## config.mk

```make
export PLATFORM = sky130hd
export DESIGN_NAME = feedback_rtt_cwnd_tracker_core
export DESIGN_NICKNAME = d
export VERILOG_FILES = /design/src/design/frtt_pkg.sv /design/src/design/feedback_rtt_cwnd_tracker_core.sv /design/src/design/frtt_ctrl.sv /design/src/design/frtt_dp.sv
export SDC_FILE = /design/constraint.sdc
export NUM_CORES = 2
export LEC_CHECK = 0
export ABC_AREA = 0
export BUFFER_PORTS_ARGS = -buffer_cell sky130_fd_sc_hd__buf_2
export CAP_MARGIN = 20
export CORE_MARGIN = 1
export CORE_UTILIZATION = 63
export DETAILED_ROUTE_END_ITERATION = 7
export PLACE_DENSITY = 0.89
export SLEW_MARGIN = 0
export SYNTH_ARGS = -nofsm -noshare
export SYNTH_HDL_FRONTEND = slang
export SYNTH_HIERARCHICAL = 1
export SYNTH_SLANG_ARGS = --single-unit
```

## constraint.sdc

```tcl
create_clock -name clk -period 15.4 [get_ports clk]
set_input_delay 1.54 -clock clk [delete_from_list [all_inputs] [get_ports clk]]
set_output_delay 1.54 -clock clk [all_outputs]
set_load 0.005 [all_outputs]
```

## src/design/frtt_pkg.sv

```systemverilog
// Shared types and constants for the feedback rtt congestion window tracker.
package frtt_pkg;

  localparam int RTT_WINDOW_DEPTH = 32;
  localparam int IDX_W  = (RTT_WINDOW_DEPTH > 1) ? $clog2(RTT_WINDOW_DEPTH) : 1;
  localparam int FILL_W = $clog2(RTT_WINDOW_DEPTH + 1);

  localparam int TIME_W = 40;
  localparam int RTT_W  = 16;
  localparam int BPS_W  = 31;
  localparam int WIN_W  = RTT_W + 1;
  localparam int PROD_W = BPS_W + WIN_W;
  localparam int CWND_W = 35;

  localparam logic [CWND_W-1:0] MIN_CWND_BYTES = CWND_W'(2 * 1500);
  localparam logic [CWND_W-1:0] CWND_MAX       = {CWND_W{1'b1}};
  localparam logic [RTT_W-1:0]  RTT_SAT        = {RTT_W{1'b1}};
  localparam logic [RTT_W-1:0]  QA_RESET       = RTT_W'(250);

  // x / 8000 == (x >> 6) / 125, taken 16 bits per step by reciprocal multiply
  localparam int DIV_SHIFT       = 6;
  localparam int DIV_DIVISOR     = 125;
  localparam int DIV_REM_W       = 7;
  localparam int DIV_CHUNK_W     = 16;
  localparam int DIV_STEPS       = 3;
  localparam int DIV_W           = DIV_STEPS * DIV_CHUNK_W;
  localparam int DIV_T_W         = DIV_REM_W + DIV_CHUNK_W;
  localparam int DIV_RECIP_SHIFT = 30;
  localparam int DIV_RECIP_W     = 24;
  localparam logic [DIV_RECIP_W-1:0] DIV_RECIP =
    DIV_RECIP_W'(((1 << DIV_RECIP_SHIFT) + DIV_DIVISOR - 1) / DIV_DIVISOR);
  localparam int DIV_PROD_W      = DIV_T_W + DIV_RECIP_W;
  localparam int DIV_CNT_W       = $clog2(DIV_STEPS);

  localparam int CFG_ADDR_W = 1;
  localparam int CFG_DATA_W = 16;
  localparam logic [CFG_ADDR_W-1:0] CFG_CWND_ENABLE     = CFG_ADDR_W'(0);
  localparam logic [CFG_ADDR_W-1:0] CFG_QUEUE_ALLOWANCE = CFG_ADDR_W'(1);

  localparam int IN_DATA_W  = 120;
  localparam int OUT_DATA_W = 56;

  localparam int IN_HAS_SEND  = 0;
  localparam int IN_HAS_RECV  = 1;
  localparam int IN_SEND_LSB  = 2;
  localparam int IN_FB_LSB    = IN_SEND_LSB + TIME_W;
  localparam int IN_EST_VALID = IN_FB_LSB + TIME_W;
  localparam int IN_BPS_LSB   = IN_EST_VALID + 1;

  typedef enum logic [2:0] {
    S_IDLE,
    S_PUSH,
    S_WALK,
    S_MULT,
    S_DIV,
    S_EMIT
  } state_t;

  typedef struct packed {
    logic load_item;
    logic push;
    logic walk;
    logic mult;
    logic div_step;
    logic emit;
  } ctl_cmd_t;

  typedef struct packed {
    logic item_end;
    logic pushing;
    logic cwnd_go;
    logic walk_done;
    logic div_last;
    logic out_free;
  } ctl_sts_t;

endpackage

```

## src/design/feedback_rtt_cwnd_tracker_core.sv

```systemverilog
// Top level of the feedback rtt window minimum and congestion window tracker.
//
// Input words carry one packet entry of a feedback report each; tlast marks the
// report's last entry and tuser low marks an empty-report marker, which ends a
// report by itself. Each accepted entry updates the report's largest rtt
// sample. At report end one output word follows with the congestion window
// and the window minimum rtt.
// At report end the sequencer pushes the report's sample, if any, walks the
// window memory one entry per cycle when a sample was pushed, multiplies and
// divides (16 quotient bits per cycle) when a window is computed, and loads
// the output register, which raises out_tvalid. New words are taken only
// while the sequencer idles, so a report's last entry holds the input until
// its result has been loaded into the output register.
// The output register lets the next report's entries be taken while a result
// waits; a stalled receiver holds the block at its next report end only.
// Reset (synchronous, rst_n low) empties the window, clears the report and
// sets cwnd_enable to 0 and queue_allowance_ms to 250. Configure while idle.
module feedback_rtt_cwnd_tracker_core (
  input  logic                              clk,
  input  logic                              rst_n,
  input  logic                              cfg_we,
  input  logic [frtt_pkg::CFG_ADDR_W-1:0]   cfg_addr,
  input  logic [frtt_pkg::CFG_DATA_W-1:0]   cfg_wdata,
  input  logic                              in_tvalid,
  output logic                              in_tready,
  // has_send_time, has_receive_time, packet send time ms, feedback_time_ms,
  // estimate_valid, estimate_bps, zero pad
  input  logic [frtt_pkg::IN_DATA_W-1:0]    in_tdata,
  input  logic                              in_tlast,
  // entry_present
  input  logic                              in_tuser,
  output logic                              out_tvalid,
  input  logic                              out_tready,
  // cwnd_valid, cwnd_bytes, min_rtt_valid, min_rtt_ms, zero pad
  output logic [frtt_pkg::OUT_DATA_W-1:0]   out_tdata
);

  frtt_pkg::ctl_cmd_t cmd;
  frtt_pkg::ctl_sts_t sts;

  frtt_ctrl u_ctrl (
    .clk       (clk),
    .rst_n     (rst_n),
    .in_tvalid (in_tvalid),
    .in_tready (in_tready),
    .sts       (sts),
    .cmd       (cmd)
  );

  frtt_dp u_dp (
    .clk        (clk),
    .rst_n      (rst_n),
    .cfg_we     (cfg_we),
    .cfg_addr   (cfg_addr),
    .cfg_wdata  (cfg_wdata),
    .in_tdata   (in_tdata),
    .in_tlast   (in_tlast),
    .in_tuser   (in_tuser),
    .out_tvalid (out_tvalid),
    .out_tready (out_tready),
    .out_tdata  (out_tdata),
    .cmd        (cmd),
    .sts        (sts)
  );

endmodule

```

## src/design/frtt_ctrl.sv

```systemverilog
// Sequencer for report accumulation, window minimum walk and window division.
module frtt_ctrl (
  input  logic               clk,
  input  logic               rst_n,
  input  logic               in_tvalid,
  output logic               in_tready,
  input  frtt_pkg::ctl_sts_t sts,
  output frtt_pkg::ctl_cmd_t cmd
);

  frtt_pkg::state_t state_r;
  frtt_pkg::state_t state_nxt;

  always_ff @(posedge clk) begin
    if (!rst_n) begin
      state_r <= frtt_pkg::S_IDLE;
    end else begin
      state_r <= state_nxt;
    end
  end

  always_comb begin
    state_nxt = state_r;
    case (state_r)
      frtt_pkg::S_IDLE: begin
        if (in_tvalid && sts.item_end) begin
          state_nxt = frtt_pkg::S_PUSH;
        end
      end
      frtt_pkg::S_PUSH: begin
        if (sts.pushing) begin
          state_nxt = frtt_pkg::S_WALK;
        end else if (sts.cwnd_go) begin
          state_nxt = frtt_pkg::S_MULT;
        end else begin
          state_nxt = frtt_pkg::S_EMIT;
        end
      end
      frtt_pkg::S_WALK: begin
        if (sts.walk_done) begin
          state_nxt = sts.cwnd_go ? frtt_pkg::S_MULT : frtt_pkg::S_EMIT;
        end
      end
      frtt_pkg::S_MULT: begin
        state_nxt = frtt_pkg::S_DIV;
      end
      frtt_pkg::S_DIV: begin
        if (sts.div_last) begin
          state_nxt = frtt_pkg::S_EMIT;
        end
      end
      frtt_pkg::S_EMIT: begin
        if (sts.out_free) begin
          state_nxt = frtt_pkg::S_IDLE;
        end
      end
      default: begin
        state_nxt = frtt_pkg::S_IDLE;
      end
    endcase
  end

  always_comb begin
    in_tready    = 1'b0;
    cmd          = '0;
    case (state_r)
      frtt_pkg::S_IDLE: begin
        in_tready     = 1'b1;
        cmd.load_item = in_tvalid;
      end
      frtt_pkg::S_PUSH: begin
        cmd.push = 1'b1;
      end
      frtt_pkg::S_WALK: begin
        cmd.walk = 1'b1;
      end
      frtt_pkg::S_MULT: begin
        cmd.mult = 1'b1;
      end
      frtt_pkg::S_DIV: begin
        cmd.div_step = 1'b1;
      end
      frtt_pkg::S_EMIT: begin
        cmd.emit = sts.out_free;
      end
      default: begin
        cmd = '0;
      end
    endcase
  end

`ifndef SYNTHESIS
  a_push_clears_report: assert property (@(posedge clk) disable iff (!rst_n)
    cmd.push |=> !sts.pushing)
    else $error("report sample not cleared after push");

  a_end_item_starts_push: assert property (@(posedge clk) disable iff (!rst_n)
    (cmd.load_item && sts.item_end) |=> (state_r == frtt_pkg::S_PUSH && !in_tready))
    else $error("report end did not start push");
`endif

endmodule

```

## src/design/frtt_dp.sv

```systemverilog
// Datapath: report maximum, rtt window memory, minimum, multiply and divide.
module frtt_dp (
  input  logic                                clk,
  input  logic                                rst_n,
  input  logic                                cfg_we,
  input  logic [frtt_pkg::CFG_ADDR_W-1:0]     cfg_addr,
  input  logic [frtt_pkg::CFG_DATA_W-1:0]     cfg_wdata,
  input  logic [frtt_pkg::IN_DATA_W-1:0]      in_tdata,
  input  logic                                in_tlast,
  input  logic                                in_tuser,
  output logic                                out_tvalid,
  input  logic                                out_tready,
  output logic [frtt_pkg::OUT_DATA_W-1:0]     out_tdata,
  input  frtt_pkg::ctl_cmd_t                  cmd,
  output frtt_pkg::ctl_sts_t                  sts
);

  logic [frtt_pkg::RTT_W-1:0] rtt_mem [frtt_pkg::RTT_WINDOW_DEPTH];
  logic [frtt_pkg::RTT_W-1:0] rd_data_r;

  logic                        cwnd_en_r, cwnd_en_nxt;
  logic [frtt_pkg::RTT_W-1:0]  qa_r, qa_nxt;
  logic [frtt_pkg::IDX_W-1:0]  wp_r, wp_nxt;
  logic [frtt_pkg::FILL_W-1:0] fill_r, fill_nxt;
  logic [frtt_pkg::FILL_W-1:0] walk_cnt_r, walk_cnt_nxt;
  logic [frtt_pkg::RTT_W-1:0]  rep_max_r, rep_max_nxt;
  logic                        rep_has_r, rep_has_nxt;
  logic [frtt_pkg::RTT_W-1:0]  min_hold_r, min_hold_nxt;
  logic                        est_valid_r, est_valid_nxt;
  logic [frtt_pkg::BPS_W-1:0]  est_bps_r, est_bps_nxt;
  logic                        cwnd_ok_r, cwnd_ok_nxt;
  logic [frtt_pkg::DIV_W-1:0]  dq_r, dq_nxt;
  logic [frtt_pkg::DIV_REM_W-1:0] rem_r, rem_nxt;
  logic [frtt_pkg::DIV_CNT_W-1:0] div_cnt_r, div_cnt_nxt;
  logic                        out_tvalid_r, out_tvalid_nxt;
  logic [frtt_pkg::OUT_DATA_W-1:0] out_data_r, out_data_nxt;

  logic [frtt_pkg::TIME_W:0]   rtt_diff;
  logic                        sample_ok;
  logic [frtt_pkg::RTT_W-1:0]  sample;
  logic [frtt_pkg::WIN_W-1:0]  win_ms;
  logic [frtt_pkg::PROD_W-1:0] prod;
  logic                        rd_en;
  logic [frtt_pkg::CWND_W-1:0] cwnd_sat;
  logic [frtt_pkg::DIV_T_W-1:0]    div_num;
  logic [frtt_pkg::DIV_PROD_W-1:0] div_prod;
  logic [frtt_pkg::DIV_CHUNK_W-1:0] div_qc;
  logic [frtt_pkg::DIV_T_W-1:0]    div_back;
  logic [frtt_pkg::DIV_W-1:0]  dq_step;
  logic [frtt_pkg::DIV_REM_W-1:0] rem_step;

  assign rtt_diff = {1'b0, in_tdata[frtt_pkg::IN_FB_LSB +: frtt_pkg::TIME_W]}
                  - {1'b0, in_tdata[frtt_pkg::IN_SEND_LSB +: frtt_pkg::TIME_W]};
  assign sample_ok = in_tuser && in_tdata[frtt_pkg::IN_HAS_SEND]
                  && in_tdata[frtt_pkg::IN_HAS_RECV] && !rtt_diff[frtt_pkg::TIME_W];
  assign sample = (|rtt_diff[frtt_pkg::TIME_W-1:frtt_pkg::RTT_W]) ? frtt_pkg::RTT_SAT
                : rtt_diff[frtt_pkg::RTT_W-1:0];

  assign win_ms = {1'b0, min_hold_r} + {1'b0, qa_r};
  assign prod   = est_bps_r * win_ms;

  assign rd_en = cmd.walk && (walk_cnt_r < fill_r);

  always_comb begin
    if (dq_r < frtt_pkg::DIV_W'(frtt_pkg::MIN_CWND_BYTES)) begin
      cwnd_sat = frtt_pkg::MIN_CWND_BYTES;
    end else if (dq_r > frtt_pkg::DIV_W'(frtt_pkg::CWND_MAX)) begin
      cwnd_sat = frtt_pkg::CWND_MAX;
    end else begin
      cwnd_sat = dq_r[frtt_pkg::CWND_W-1:0];
    end
  end

  // divide remainder and next 16 dividend bits by 125, shift quotient bits in
  assign div_num  = {rem_r, dq_r[frtt_pkg::DIV_W-1 -: frtt_pkg::DIV_CHUNK_W]};
  assign div_prod = frtt_pkg::DIV_PROD_W'(div_num)
                  * frtt_pkg::DIV_PROD_W'(frtt_pkg::DIV_RECIP);
  assign div_qc   = div_prod[frtt_pkg::DIV_RECIP_SHIFT +: frtt_pkg::DIV_CHUNK_W];
  assign div_back = frtt_pkg::DIV_T_W'(div_qc)
                  * frtt_pkg::DIV_T_W'(frtt_pkg::DIV_DIVISOR);
  assign rem_step = frtt_pkg::DIV_REM_W'(div_num - div_back);
  assign dq_step  = {dq_r[frtt_pkg::DIV_W-frtt_pkg::DIV_CHUNK_W-1:0], div_qc};

  always_comb begin
    cwnd_en_nxt    = cwnd_en_r;
    qa_nxt         = qa_r;
    wp_nxt         = wp_r;
    fill_nxt       = fill_r;
    walk_cnt_nxt   = walk_cnt_r;
    rep_max_nxt    = rep_max_r;
    rep_has_nxt    = rep_has_r;
    min_hold_nxt   = min_hold_r;
    est_valid_nxt  = est_valid_r;
    est_bps_nxt    = est_bps_r;
    cwnd_ok_nxt    = cwnd_ok_r;
    dq_nxt         = dq_r;
    rem_nxt        = rem_r;
    div_cnt_nxt    = div_cnt_r;
    out_tvalid_nxt = out_tvalid_r && !out_tready;
    out_data_nxt   = out_data_r;

    if (cfg_we) begin
      case (cfg_addr)
        frtt_pkg::CFG_CWND_ENABLE:     cwnd_en_nxt = cfg_wdata[0];
        frtt_pkg::CFG_QUEUE_ALLOWANCE: qa_nxt      = cfg_wdata[frtt_pkg::RTT_W-1:0];
        default: begin
          cwnd_en_nxt = cwnd_en_r;
        end
      endcase
    end

    if (cmd.load_item) begin
      est_valid_nxt = in_tdata[frtt_pkg::IN_EST_VALID];
      est_bps_nxt   = in_tdata[frtt_pkg::IN_BPS_LSB +: frtt_pkg::BPS_W];
      if (sample_ok) begin
        rep_has_nxt = 1'b1;
        if (!rep_has_r || sample > rep_max_r) begin
          rep_max_nxt = sample;
        end
      end
    end

    if (cmd.push) begin
      rep_has_nxt  = 1'b0;
      rep_max_nxt  = '0;
      cwnd_ok_nxt  = 1'b0;
      walk_cnt_nxt = '0;
      if (rep_has_r) begin
        wp_nxt = (wp_r == frtt_pkg::IDX_W'(frtt_pkg::RTT_WINDOW_DEPTH - 1))
               ? '0 : wp_r + 1'b1;
        if (fill_r != frtt_pkg::FILL_W'(frtt_pkg::RTT_WINDOW_DEPTH)) begin
          fill_nxt = fill_r + 1'b1;
        end
      end
    end

    if (cmd.walk) begin
      walk_cnt_nxt = walk_cnt_r + 1'b1;
      if (walk_cnt_r == frtt_pkg::FILL_W'(1)) begin
        min_hold_nxt = rd_data_r;
      end else if (walk_cnt_r != '0 && rd_data_r < min_hold_r) begin
        min_hold_nxt = rd_data_r;
      end
    end

    if (cmd.mult) begin
      cwnd_ok_nxt = 1'b1;
      dq_nxt      = frtt_pkg::DIV_W'(prod[frtt_pkg::PROD_W-1:frtt_pkg::DIV_SHIFT]);
      rem_nxt     = '0;
      div_cnt_nxt = '0;
    end

    if (cmd.div_step) begin
      dq_nxt      = dq_step;
      rem_nxt     = rem_step;
      div_cnt_nxt = div_cnt_r + 1'b1;
    end

    if (cmd.emit) begin
      out_tvalid_nxt = 1'b1;
      out_data_nxt   = frtt_pkg::OUT_DATA_W'({
                         (fill_r != '0) ? min_hold_r : {frtt_pkg::RTT_W{1'b0}},
                         fill_r != '0,
                         cwnd_ok_r ? cwnd_sat : {frtt_pkg::CWND_W{1'b0}},
                         cwnd_ok_r});
    end
  end

  always_ff @(posedge clk) begin
    if (!rst_n) begin
      cwnd_en_r    <= 1'b0;
      qa_r         <= frtt_pkg::QA_RESET;
      wp_r         <= '0;
      fill_r       <= '0;
      walk_cnt_r   <= '0;
      rep_max_r    <= '0;
      rep_has_r    <= 1'b0;
      min_hold_r   <= '0;
      cwnd_ok_r    <= 1'b0;
      div_cnt_r    <= '0;
      out_tvalid_r <= 1'b0;
    end else begin
      cwnd_en_r    <= cwnd_en_nxt;
      qa_r         <= qa_nxt;
      wp_r         <= wp_nxt;
      fill_r       <= fill_nxt;
      walk_cnt_r   <= walk_cnt_nxt;
      rep_max_r    <= rep_max_nxt;
      rep_has_r    <= rep_has_nxt;
      min_hold_r   <= min_hold_nxt;
      cwnd_ok_r    <= cwnd_ok_nxt;
      div_cnt_r    <= div_cnt_nxt;
      out_tvalid_r <= out_tvalid_nxt;
    end
  end

  always_ff @(posedge clk) begin
    est_valid_r <= est_valid_nxt;
    est_bps_r   <= est_bps_nxt;
    dq_r        <= dq_nxt;
    rem_r       <= rem_nxt;
    out_data_r  <= out_data_nxt;
  end

  always_ff @(posedge clk) begin
    if (cmd.push && rep_has_r) begin
      rtt_mem[wp_r] <= rep_max_r;
    end
    if (rd_en) begin
      rd_data_r <= rtt_mem[walk_cnt_r[frtt_pkg::IDX_W-1:0]];
    end
  end

  assign out_tvalid = out_tvalid_r;
  assign out_tdata  = out_data_r;

  assign sts.item_end  = !in_tuser || in_tlast;
  assign sts.pushing   = rep_has_r;
  assign sts.cwnd_go   = cwnd_en_r && est_valid_r && (fill_r != '0);
  assign sts.walk_done = (walk_cnt_r == fill_r);
  assign sts.div_last  = (div_cnt_r == frtt_pkg::DIV_CNT_W'(frtt_pkg::DIV_STEPS - 1));
  assign sts.out_free  = !out_tvalid_r || out_tready;

`ifndef SYNTHESIS
  a_fill_bound: assert property (@(posedge clk) disable iff (!rst_n)
    (fill_r <= frtt_pkg::FILL_W'(frtt_pkg::RTT_WINDOW_DEPTH))
    && (wp_r <= frtt_pkg::IDX_W'(frtt_pkg::RTT_WINDOW_DEPTH - 1)))
    else $error("window fill or write pointer out of range");

  a_emit_shows_word: assert property (@(posedge clk) disable iff (!rst_n)
    cmd.emit |=> out_tvalid)
    else $error("emitted word not presented");

  a_walk_only_filled: assert property (@(posedge clk) disable iff (!rst_n)
    cmd.walk |-> (fill_r != '0) && (walk_cnt_r <= fill_r))
    else $error("window walk past filled entries");
`endif

endmodule
```

==> results.md <==
- RSZ-0062 raised after global routing: no
- Multi-input gate area: approximately 0.033 mm²
- Worst EP required: roughly 16 ns
- Post-DP HPWL: approximately 110 mm
- Worst path arrival time: approximately 11 ns
- CP delay by family, top: adder cells
- Top cell type by total area after synthesis: edfxtp_1
- Peak Freq: approximately 93 MHz
- Compound-Gate Fraction of Synth Area: 6.25%
- Post-Route WL: 168 mm
- Post-synth cell types: 90
- Min-delay worst type: register to register
- Cells after Synth: 5,222
- Wire length per cell: about 25 µm
- Placer congestion estimate: between 0.9 and 1
- Flop2flop setup slack: ~4.7 ns
- Antenna violations before repair: 11
- TritonCTS Sinks: approximately 740
- Most common cell after layout, fill and taps aside: inv_1
- Worst-path clk slew: 0.06 ns
- Layout cells sized above 1: 12.2%
- Final ANT Viol Nets: 0
- Hold Path Depth: 2
- Number of synthesized flops with an enable pin: 668
- Post-Route Hold Slack: 0.476 ns
- Setup_tns: 0 ns
- CP max-delay cell: o21ai_0
- Largest net degree at the start of global routing: 72
- Slew Limit Fails: 0
- Grt total ovfl: 0
- Met3 Usage GRT: about 9%
- CP Buf/Inv Count: 7
- Hold_sp: u_dp/qa_r[10]
- Clk_lat worst skew: approximately 0.67 ns
- Final Hold Viols: 0
- WHS Endpoint: u_dp/qa_r[10]
- Core Area: approximately 0.093 mm²
- Post-synthesis simple-gate area fraction: about a tenth
- Final #Nets: 6,564
- Synth top area share: 33.8%
- Status: complete, no violations
- CTS tree: done
- Initial DRT Pass Iterations: 7
- Placed Area: ~0.06 mm²
- Cell repeated most along the worst path: fa_1
- Initial Utilization: ~64%
- Crit. End Element: register
- Fin crit share: between 60% and 70%
- Multiplexer area fraction after synthesis: under 10%
- Register area: ~0.022 mm²
- Clock Tree Root: clkbuf_16
- Max Cap Viol: 0
- Vias: about 42,000
- Placed Cells: ~6,500
- GR peak layer: met2
- Main combinational cell family by area after synthesis: adder cells
- Chip Height: a little over 300 µm
- Most frequent cells in the layout: inv_1 (1,001), edfxtp_1 (668), fa_1 (598), nand2_1 (561), ha_1 (484)
- Synth warn: 6
- P&R area growth vs syn: 8.99%
- Std cell rows: roughly 110
- Mapped Area: slightly below 0.06 mm²
- Critical Path Fanout Max: 21
- Longest Clk Path Bufs: 3
- Post-CTS sizing: 0
- Port bufs: between 150 and 200
- Avg Inst Size Synth: 11.4 µm²
- Vias in the first global route: roughly 43,000
- Worst Setup Path Type: register to register
- First-pass GRT wire length: approximately 250 mm
- Die area: between 0.09 and 0.1 mm²
- Synthesized flop and latch total: around 740
- Post-synthesis adder-cell area fraction: between 30 and 40%
- Worst reg2reg path startpoint: u_dp/min_hold_r[0]
- CTS Hold Buffers Added: 0
- Final clock skew: between 0.06 and 0.07 ns
- Reg2reg path depth: 35
- Final Cell Area: about 0.065 mm²
- Chip width: between 300 and 400 µm
- Sequential share of the synthesized area: roughly 36%
- Post-CTS Setup Inserts: 0
- Top cells by area, synth: edfxtp_1 (34%), fa_1 (20%), ha_1 (10%)
- Met1 usage: 43.6%
- Tmin final: 10.74 ns
- Post-synth ARST share: 0%
- GRT Resource Usage Total: between 30% and 40%
- CP startpoint kind: register
- Layout filler cell count: 6,020
- Met2 Usage GRT: 58.1%
- # DRC: 0
- Vias per inst: roughly 6.4
- Ports: about 200
- Final setup fails: 0
- Synth Flop Type: edfxtp_1
- Non-filler instance count after layout: 6,648
- H-tree depth: 3
- Relative slew slack: between 10 and 15%
- TritonCTS buffer count: 74
- R2R Path End: u_dp/dq_r[26]
- Worst Setup SP: u_dp/min_hold_r[0]
- Xor/xnor share of the synthesized area: under 10%
- CP max stage delay: ~0.87 ns
- Number of DRC markers in iteration 0: between 5,000 and 6,000
- Slew @ Worst Pin: approximately 1.3 ns
## synthesized netlist by cell type, drive strengths merged, types with 8 or more instances
cell type  count
nor2b         36
fa           598
o21bai        17
a31oi         51
nand2b        54
o21ai        125
o311ai        11
o21a          40
nor4          21
or3            8
nor3          39
and2         108
o31a           8
dfxtp         74
and3          39
mux4         160
o211ai        14
nand4b        17
nand3         90
nor3b         33
inv         1002
or4b           9
a21oi        117
a311oi        10
nand3b        29
a21o          51
a211oi        19
ha           485
nand4         61
clkbuf       209
buf           42
nand2        561
nor2         138
or2           13
mux2i         29
a21boi        24
xnor2         64
edfxtp       668
o31ai         13
mux2          20
xor2          35
## area by class of cell
class                   instances  share of cell area (%)
diodes                          1                 0.00387
flip-flops and latches        742                    33.3
inverters                    1002                    5.81
repair buffers                288                    3.07
well taps                    1254                    2.42
clock buffers                  88                    2.99
clock inverters                44                    1.05
multi-input cells            3229                    51.4
## kinds of logic (layout without fill, tap and decap cells)
| family | Yosys count | in the layout |
|---|---|---|
| mux | 209 | 209 |
| simple gates | 1277 | 1277 |
| xor+xnor | 100 | 100 |
| buf+inv | 1253 | 1422 |
| fa+ha+maj | 1083 | 1083 |
| flops | 742 | 742 |
| other cells | 1 | 4 |
| compound gates | 557 | 557 |
## how the worst max path moves through the flow
stage	depth (start not counted)	to	slack, ns
after global routing	35	u_dp/dq_r[26]	4.20
after detailed placement	35	u_dp/dq_r[26]	5.09
after CTS	35	u_dp/dq_r[26]	4.90
after floorplan	32	u_dp/rem_r[6]	6.39
after global placement	35	u_dp/dq_r[26]	5.32
final	35	u_dp/dq_r[26]	4.66
## sequential cells by signal (all words and copies together), names as in the netlist, 2 cells and up
name             cells
u_dp/rtt_mem       512
u_dp/div_cnt_r       2
u_dp/rem_r           7
u_dp/dq_r           48
u_dp/qa_r           16
u_dp/min_hold_r     16
u_dp/rd_data_r      16
u_dp/wp_r            5
u_dp/rep_max_r      16
u_dp/fill_r          6
u_dp/walk_cnt_r      6
u_dp/out_tdata      53
u_ctrl/state_r       3
u_dp/est_bps_r      31
## worst reg2reg max path: cells and delay by family, from the launching register on
family                   cells  cell delay [ns]
flip-flops                   1             0.40
XOR/XNOR                     2             0.87
AO/OA/AOI/OAI               11             3.55
AND/OR/NAND/NOR              6             0.71
buffers and inverters        7             0.76
adder cells (fa/ha/maj)      9             4.14
## metal layers
layer / share of wire [%] / vias to the layer above
li1: - / 17734
met1: 33 / 20664
met2: 48 / 3295
met3: 12 / 774
met4: 6.5 / 16
met5: 0.086 / -
## per-stage QoR
stage / worst slack (ns) / util (%)
2_1_floorplan: 6.39 / -
3_3_place_gp: 5.32 / 66.1
3_5_place_dp: 5.09 / 66.1
4_1_cts: 4.90 / 68.9
5_1_grt: 4.20 / 69.3
6_report: 4.66 / 69.3
Power is left out: the tool's default activity adds up to more than one toggle a clock period on the data nets, which glitch-free logic cannot reach.
